**src/design/heightmap_vertex_normal_top_macros.svh**
```systemverilog
// ----------------------------------------------------------------------------
// heightmap_vertex_normal_top_macros
// assertion macros shared by the heightmap vertex normal modules
// ----------------------------------------------------------------------------
`ifndef HEIGHTMAP_VERTEX_NORMAL_TOP_MACROS_SVH
`define HEIGHTMAP_VERTEX_NORMAL_TOP_MACROS_SVH

// consequent checked in the same cycle
`define HVN_ASSERT_SAME(lbl, ante, cons, msg) \
  lbl: assert property (@(posedge clk) disable iff (!rst_n) (ante) |-> (cons)) \
    else $error(msg);

// consequent checked in the cycle after the antecedent
`define HVN_ASSERT_NEXT(lbl, ante, cons, msg) \
  lbl: assert property (@(posedge clk) disable iff (!rst_n) (ante) |=> (cons)) \
    else $error(msg);

`endif

```
**src/design/hvn_pkg.sv**
```systemverilog
// ----------------------------------------------------------------------------
// hvn_pkg
// types, constants and the face table of the heightmap vertex normal unit
// ----------------------------------------------------------------------------
package hvn_pkg;

  localparam int MAX_COLS   = 128;
  localparam int MAX_ROWS   = 128;
  localparam int ROW_W      = 7;
  localparam int COL_W      = 7;
  localparam int ADDR_W     = ROW_W + COL_W;
  localparam int DEPTH      = MAX_ROWS * MAX_COLS;
  localparam int HGT_W      = 8;
  localparam int GRID_W     = 8;
  localparam int STEP_W     = 16;
  localparam int CFG_W      = 16;
  localparam int CFG_IDX_W  = 2;
  localparam int VEC_W      = 42;
  localparam int MAG_W      = 42;
  localparam int Q_W        = 22;
  localparam int ACC_W      = 26;
  localparam int OUT_W      = 16;
  localparam int FACE_IDX_W = 5;
  localparam int FACE_CNT_W = 3;
  localparam int FACE_NUM_W = 4;
  localparam int FRAC_FACE  = 20;
  localparam int FRAC_FINAL = 15;

  localparam logic CMD_WRITE   = 1'b0;
  localparam logic CMD_COMPUTE = 1'b1;

  typedef enum logic [CFG_IDX_W-1:0] {
    REG_GRID_WIDTH  = 2'd0,
    REG_GRID_HEIGHT = 2'd1,
    REG_STEP_WIDTH  = 2'd2,
    REG_STEP_HEIGHT = 2'd3
  } cfg_reg_t;

  typedef enum logic [1:0] {
    RD_CENTRE = 2'd0,
    RD_N1     = 2'd1,
    RD_N2     = 2'd2
  } rd_sel_t;

  typedef enum logic [3:0] {
    C_IDLE, C_CHECK, C_RDC, C_LDH0, C_RD1, C_RD2, C_RD3,
    C_MUL1, C_MUL2, C_NST, C_NWAIT, C_FST, C_FWAIT, C_OUT
  } ctrl_state_t;

  typedef enum logic [2:0] {
    N_IDLE, N_SHIFT, N_SQ, N_SQRT, N_DINIT, N_DIV, N_DONE
  } norm_state_t;

  // neighbour offsets: a is a column step, b a row step
  localparam logic signed [1:0] OFF_ZERO = 2'sd0;
  localparam logic signed [1:0] OFF_POS  = 2'sd1;
  localparam logic signed [1:0] OFF_NEG  = -2'sd1;

  typedef struct packed {
    logic signed [1:0] a1;
    logic signed [1:0] b1;
    logic signed [1:0] a2;
    logic signed [1:0] b2;
  } face_t;

  localparam face_t FACE_TABLE [20] = '{
    '{OFF_ZERO, OFF_POS,  OFF_POS,  OFF_ZERO},
    '{OFF_ZERO, OFF_NEG,  OFF_NEG,  OFF_ZERO},
    '{OFF_POS,  OFF_ZERO, OFF_ZERO, OFF_NEG},
    '{OFF_NEG,  OFF_ZERO, OFF_ZERO, OFF_POS},
    '{OFF_NEG,  OFF_ZERO, OFF_ZERO, OFF_POS},
    '{OFF_ZERO, OFF_POS,  OFF_POS,  OFF_ZERO},
    '{OFF_POS,  OFF_ZERO, OFF_ZERO, OFF_NEG},
    '{OFF_ZERO, OFF_POS,  OFF_POS,  OFF_ZERO},
    '{OFF_ZERO, OFF_NEG,  OFF_NEG,  OFF_ZERO},
    '{OFF_POS,  OFF_ZERO, OFF_ZERO, OFF_NEG},
    '{OFF_ZERO, OFF_NEG,  OFF_NEG,  OFF_ZERO},
    '{OFF_NEG,  OFF_ZERO, OFF_ZERO, OFF_POS},
    '{OFF_NEG,  OFF_ZERO, OFF_NEG,  OFF_POS},
    '{OFF_NEG,  OFF_POS,  OFF_ZERO, OFF_POS},
    '{OFF_ZERO, OFF_POS,  OFF_POS,  OFF_POS},
    '{OFF_POS,  OFF_POS,  OFF_POS,  OFF_ZERO},
    '{OFF_POS,  OFF_ZERO, OFF_POS,  OFF_NEG},
    '{OFF_POS,  OFF_NEG,  OFF_ZERO, OFF_NEG},
    '{OFF_ZERO, OFF_NEG,  OFF_NEG,  OFF_NEG},
    '{OFF_NEG,  OFF_NEG,  OFF_NEG,  OFF_ZERO}
  };

  // first face of each grid position class
  localparam logic [FACE_IDX_W-1:0] FS_TOP_LEFT  = 5'd0;
  localparam logic [FACE_IDX_W-1:0] FS_BOT_RIGHT = 5'd1;
  localparam logic [FACE_IDX_W-1:0] FS_BOT_LEFT  = 5'd2;
  localparam logic [FACE_IDX_W-1:0] FS_TOP_RIGHT = 5'd3;
  localparam logic [FACE_IDX_W-1:0] FS_TOP       = 5'd4;
  localparam logic [FACE_IDX_W-1:0] FS_LEFT      = 5'd6;
  localparam logic [FACE_IDX_W-1:0] FS_BOTTOM    = 5'd8;
  localparam logic [FACE_IDX_W-1:0] FS_RIGHT     = 5'd10;
  localparam logic [FACE_IDX_W-1:0] FS_INNER     = 5'd12;

  typedef struct packed {
    logic                  take;
    logic                  clr_acc;
    rd_sel_t               rd_sel;
    logic                  ld_h0;
    logic                  ld_h1;
    logic                  ld_h2;
    logic                  mul1;
    logic                  mul2;
    logic                  norm_start;
    logic                  frac_face;
    logic                  sel_final;
    logic                  acc_add;
    logic                  load_out;
    logic [FACE_IDX_W-1:0] face_idx;
  } ctrl_cmd_t;

  typedef struct packed {
    logic                  coord_err;
    logic [FACE_IDX_W-1:0] face_start;
    logic [FACE_NUM_W-1:0] face_count;
    logic                  norm_done;
    logic                  out_free;
  } dp_status_t;

endpackage

```
**src/design/hvn_ctrl.sv**
```systemverilog
// ----------------------------------------------------------------------------
// hvn_ctrl
// controller: sequences height reads, face normals and the final normal
// ----------------------------------------------------------------------------
`include "heightmap_vertex_normal_top_macros.svh"

module hvn_ctrl (
  input  logic                clk,
  input  logic                rst_n,
  input  logic                in_accept,
  input  logic                in_command,
  input  hvn_pkg::dp_status_t st,
  output hvn_pkg::ctrl_cmd_t  cmd,
  output logic                in_stall
);
  import hvn_pkg::*;

  ctrl_state_t           state_r, state_nxt;
  logic [FACE_CNT_W-1:0] face_cnt_r, face_cnt_nxt;
  logic                  last_face;

  assign last_face = (({1'b0, face_cnt_r} + FACE_NUM_W'(1)) == st.face_count);

  always_comb begin
    state_nxt    = state_r;
    face_cnt_nxt = face_cnt_r;
    cmd          = '0;
    cmd.face_idx = st.face_start + FACE_IDX_W'(face_cnt_r);
    in_stall     = 1'b1;
    case (state_r)
      C_IDLE: begin
        in_stall = 1'b0;
        if (in_accept && (in_command == CMD_COMPUTE)) begin
          cmd.take  = 1'b1;
          state_nxt = C_CHECK;
        end
      end
      C_CHECK: begin
        if (st.coord_err) begin
          state_nxt = C_OUT;
        end else begin
          cmd.clr_acc  = 1'b1;
          face_cnt_nxt = '0;
          state_nxt    = C_RDC;
        end
      end
      C_RDC: begin
        cmd.rd_sel = RD_CENTRE;
        state_nxt  = C_LDH0;
      end
      C_LDH0: begin
        cmd.ld_h0 = 1'b1;
        state_nxt = C_RD1;
      end
      C_RD1: begin
        cmd.rd_sel = RD_N1;
        state_nxt  = C_RD2;
      end
      C_RD2: begin
        cmd.rd_sel = RD_N2;
        cmd.ld_h1  = 1'b1;
        state_nxt  = C_RD3;
      end
      C_RD3: begin
        cmd.ld_h2 = 1'b1;
        state_nxt = C_MUL1;
      end
      C_MUL1: begin
        cmd.mul1  = 1'b1;
        state_nxt = C_MUL2;
      end
      C_MUL2: begin
        cmd.mul2  = 1'b1;
        state_nxt = C_NST;
      end
      C_NST: begin
        cmd.norm_start = 1'b1;
        cmd.frac_face  = 1'b1;
        state_nxt      = C_NWAIT;
      end
      C_NWAIT: begin
        if (st.norm_done) begin
          cmd.acc_add = 1'b1;
          if (last_face) begin
            state_nxt = C_FST;
          end else begin
            face_cnt_nxt = face_cnt_r + FACE_CNT_W'(1);
            state_nxt    = C_RD1;
          end
        end
      end
      C_FST: begin
        cmd.sel_final  = 1'b1;
        cmd.norm_start = 1'b1;
        state_nxt      = C_FWAIT;
      end
      C_FWAIT: begin
        if (st.norm_done) begin
          state_nxt = C_OUT;
        end
      end
      C_OUT: begin
        if (st.out_free) begin
          cmd.load_out = 1'b1;
          state_nxt    = C_IDLE;
        end
      end
      default: state_nxt = C_IDLE;
    endcase
  end

  always_ff @(posedge clk) begin
    if (!rst_n) begin
      state_r    <= C_IDLE;
      face_cnt_r <= '0;
    end else begin
      state_r    <= state_nxt;
      face_cnt_r <= face_cnt_nxt;
    end
  end

  `HVN_ASSERT_NEXT(a_compute_starts, in_accept && (in_command == CMD_COMPUTE), state_r == C_CHECK, "compute item not started")
  `HVN_ASSERT_SAME(a_load_needs_room, cmd.load_out, st.out_free, "result loaded over a waiting one")
  `HVN_ASSERT_SAME(a_face_in_range, state_r == C_NWAIT, {1'b0, face_cnt_r} < st.face_count, "face counter past face count")

endmodule

```
**config.mk**
```make
export PLATFORM = sky130hd
export DESIGN_NAME = hvn_ctrl
export DESIGN_NICKNAME = d
export VERILOG_FILES = /design/src/design/hvn_pkg.sv /design/src/design/hvn_ctrl.sv
export VERILOG_INCLUDE_DIRS = /design/src /design/src/design
export SDC_FILE = /design/constraint.sdc
export NUM_CORES = 1
export LEC_CHECK = 0
export CAP_MARGIN = 20
export CORE_MARGIN = 2
export CORE_UTILIZATION = 65
export CTS_BUF_LIST = sky130_fd_sc_hd__clkbuf_8
export CTS_CLUSTER_SIZE = 30
export DETAILED_ROUTE_END_ITERATION = 8
export DONT_BUFFER_PORTS = 1
export HOLD_SLACK_MARGIN = 0.05
export PLACE_DENSITY = 0.78
export SLEW_MARGIN = 10
export SYNTH_ARGS = -nofsm -noshare
export SYNTH_HDL_FRONTEND = slang
export SYNTH_SLANG_ARGS = --single-unit
```
**constraint.sdc**
```tcl
create_clock -name clk -period 3.2 [get_ports clk]
set_input_delay 0.64 -clock clk [delete_from_list [all_inputs] [get_ports clk]]
set_output_delay 0.64 -clock clk [all_outputs]
set_load 0.02 [all_outputs]
```
Yosys cells after proc, flatten, opt, wreduce, memory -nomap -nowiden --
Cells that the tools add are included.
Word-level totals: flip-flop bits (word level) 7, input bits 16, output and inout bits 20, word-level logic and storage cells 60
Cells by class: add/sub/neg operators 3, equality and inequality tests 20, muxes and demuxes 29, reduce and logical (&&, ||, !) cells 6
Operator list (count):
- one-hot mux 4 bit (14 select lines) | 1
- == test 4 bit (second input constant) | 6
- two-way mux 4 bit | 6
- two-way mux 1 bit | 17
- == test 4 x 3 -> 1 bit (second input constant) | 4
- inequality test 2 bit (second input constant) | 6
- two-way mux 3 bit | 3
- == test 4 x 2 -> 1 bit (second input constant) | 2
- AND reduction 4 bit | 2
- one-hot mux 3 bit (2 select lines) | 1
- adder 5 x 3 -> 5 bit | 1
- adder 3 x 1 -> 4 bit (second input constant) | 1
- == test 4 x 1 -> 1 bit (second input constant) | 1
- == test 4 bit | 1
- zero test 4 bit | 1
- one-hot mux 2 bit (2 select lines) | 1
- adder 3 x 1 -> 3 bit (second input constant) | 1
- nonzero test 2 bit | 1
- OR reduction 2 bit | 1
- logical AND 1 bit | 1

Logic depth before layout (Yosys ltp) --
depth after elaboration 5, gate-level depth with buffers 6, mapped depth without buffers 6

Worst setup path after synthesis --
No wires, ideal clock.
path type input to output, start input st[6] (netlist bit), end output cmd[4] (netlist bit), data arrival time 1.799 ns, data required time 2.560 ns, setup slack 0.761 ns, cell stages on the path 6, buffers on the path 0, cell sequence ha_1 > inv_1 > fa_1 > nor2b_1 > o21ai_0 > xnor2_1
RTL lines:
- from (decl) | RTL line hvn_ctrl.sv:12 | input hvn_pkg::dp_status_t st,
- to (decl) | RTL line hvn_ctrl.sv:13 | output hvn_pkg::ctrl_cmd_t cmd,

==> out/metrics.cfg <==
[run_status]
outcome = completed

[worst_setup_path]
crit_start = face_cnt_r[0]
timing.rr.start = face_cnt_r[0]
arrival_ns = 1.96
cp_top_family = adder cells
crit_path_top_delay_cell = dfxtp_1
path_max_fanout = 6
path_cells = ha_1 > inv_1 > fa_1 > nor2b_1 > o21ai_0 > xnor2_1
crit_type = reg2out
startpoint_type = flip-flop
path_buf_inv = 1
end_kind = primary output
cp_data_required_time_ns = 2.56
cpPeakStageDelay_ns = 0.44

[logic_synthesis]
synth_area_um2 = 876
synth.distinct_cells = 50
avgSynthCellArea_um2 = 7.42
synth_top_family_by_area = simple AND/OR/NAND/NOR gates
ys_async_sr_fraction = 0
yosys.area_share.adder = 0.0800
ys_seq_elements = 7
synth_cells = 118
yosysWarnings = 0
synth-xor-area-share = 0.0600
synth_compound_area_frac = 0.269
synth_seq_area_share = 0.160
yosys.area_share.simple = 0.314
synthMuxAreaShare = 0.0286
syn_nets = 139
ys.flop_type = dfxtp_1
synth-edff-count = 0

[clocking]
hold_buffers = 0
cts_tree = done
post_cts_buffers = 0
worstSkewPairLatency_ns = 0.22
htreeDepth = 1
ctsResizeCount = 0
clock-sinks = 7
cts_buffer_depth = 2
cts_made_buffers = 3
clkTransAtPathRegs_ns = 0.04
cts-root-buf = clkbuf_8

[place]
dpl_worst_slack_ns = 0.671
place.gp.congestion = 0.807
io_buffer_count = 0
dp_hpwl_mm = 1.36

[detailed_routing]
dr_wl_met2_um = 754
drt_pre_antenna_iters = 4
viasPerCell = 6.18
antenna_left = 0
drc = 0
drt_wl_total_mm = 1.72
first_iter_violations = 22
wl_met3_um = 147
num_vias = 809
top_layer_used = met3
wl_met1_um = 818
wl_per_cell_um = 13.1

[die]
core_um2 = 1280
fp-row-count = 13
die_area_um2 = 1660
die_w_um = 40.7
die_h_um = 40.7
initial_utilization = 0.682
ios = 36

[global_routing]
grt_max_degree = 21
grt_pass1_vias = 640
antenna_found_initial = 0
grt.overflow.total = 0
grt_usage = 0.238
grt_pass1_wl_mm = 2.66

[finish]
drive_above_1_share = 0.129
nets = 138
area_delta_synth_final_pct = 3.57
antennaDiodeCount = 0

[timing]
fin_skew_ns = 0.000436
hold_viol = 0
finalSetupViolCount = 0
finalCritPeriodShare = 0.814
maxSlewViolCount = 0
rsz0062_at_grt = false
layout_min_cycle_time_ns = 2.60
max_slew_margin = 0.526
fmax_mhz = 384
setup_ws_ns = 0.596
worst-slew-pin-transition_ns = 0.708
fin_setup_tns_ns = 0

[pwr]
vdd_drop_max_uv = 318
power_density_nw_per_um2 = 368
leakagePower_uw = 0.000343

[worst_hold_path]
hp-class = in2reg
min_from = rst_n

[run]
drv_cap = 0

[registers in the layout, indices dropped and copies added (netlist names)]
name,count
state_r,4
face_cnt_r,3
[power by group]
| part | internal (uW) | switching (uW) |
|---|---|---|
| sequential | 92.6 | 10.3 |
| combinational | 42.2 | 72.5 |
| clock | 82.5 | 33.5 |
| total | 217 | 116 |
[layer usage]
metal,up-vias,GRT usage
met2,40,0.349
met1,356,0.324
met3,0,0.0598
met5,-,0
met4,0,0.108
li1,413,-
[kinds of logic after synthesis]
family,count (synthesis)
AOI/OAI and AO/OA,30
xor gates and xnor gates,6
adders and majority gates,5
buffers and inverters,17
DFF,7
muxes,2
and+or+nand+nor,51
[placed cells by master, fill, tap and decap left out, types with 2 or more instances in the layout]
master	instances
inv_1	10
clkbuf_8	3
o21ai_0	3
a211oi_1	2
nor3_1	2
a21oi_1	7
dfxtp_1	7
nand3_1	3
a21boi_1	2
nand2b_1	3
ha_1	4
xnor2_1	4
xor2_1	2
nand3b_1	2
nor2_1	18
o221ai_1	2
nand2_1	11
[cell type report]
class	count	area [um^2]
multi-input cells	94	658
fillers	120	378
flip-flops and latches	7	140
clock buffers	3	41.3
inverters	10	37.5
well taps	15	18.8
repair buffers	1	7.51
clock inverters	1	3.75
[cell usage after synthesis (2+ instances only)]
library cell	n	area share
a21oi_1	7	0.040
buf_2	2	0.011
inv_1	9	0.039
nor3_1	2	0.011
clkbuf_1	3	0.013
xor2_1	2	0.020
nand3b_1	2	0.017
a211oi_1	2	0.017
o21ai_0	3	0.017
nand2b_1	3	0.021
ha_1	4	0.057
o221ai_1	2	0.020
nor2_1	18	0.077
nand3_1	3	0.017
a21boi_1	2	0.017
dfxtp_1	7	0.16
nand2_1	11	0.047
xnor2_1	4	0.040
[path summary, 6_finish.rpt]
path / to / slack, ns / depth (start not counted)
worst max register to register: state_r[2] / 1.35 / 6
worst min register to register: face_cnt_r[0] / 0.56 / 1
worst min-delay path: state_r[1] / 0.56 / 2
worst max-delay path: cmd[4] / 0.60 / 6
[through the flow]
step	hold WS (ns)	std cells	area, um^2	total power (uW)	util
3_5_place_dp	0.561	127	862	218	0.671
4_1_cts	0.553	131	907	337	0.706
3_3_place_gp	0.542	127	862	217	0.671
6_report	0.557	131	907	334	0.706
5_1_grt	0.566	131	907	355	0.706
2_1_floorplan	0.521	118	876	207	-
Power figures use the tool's default switching activity.
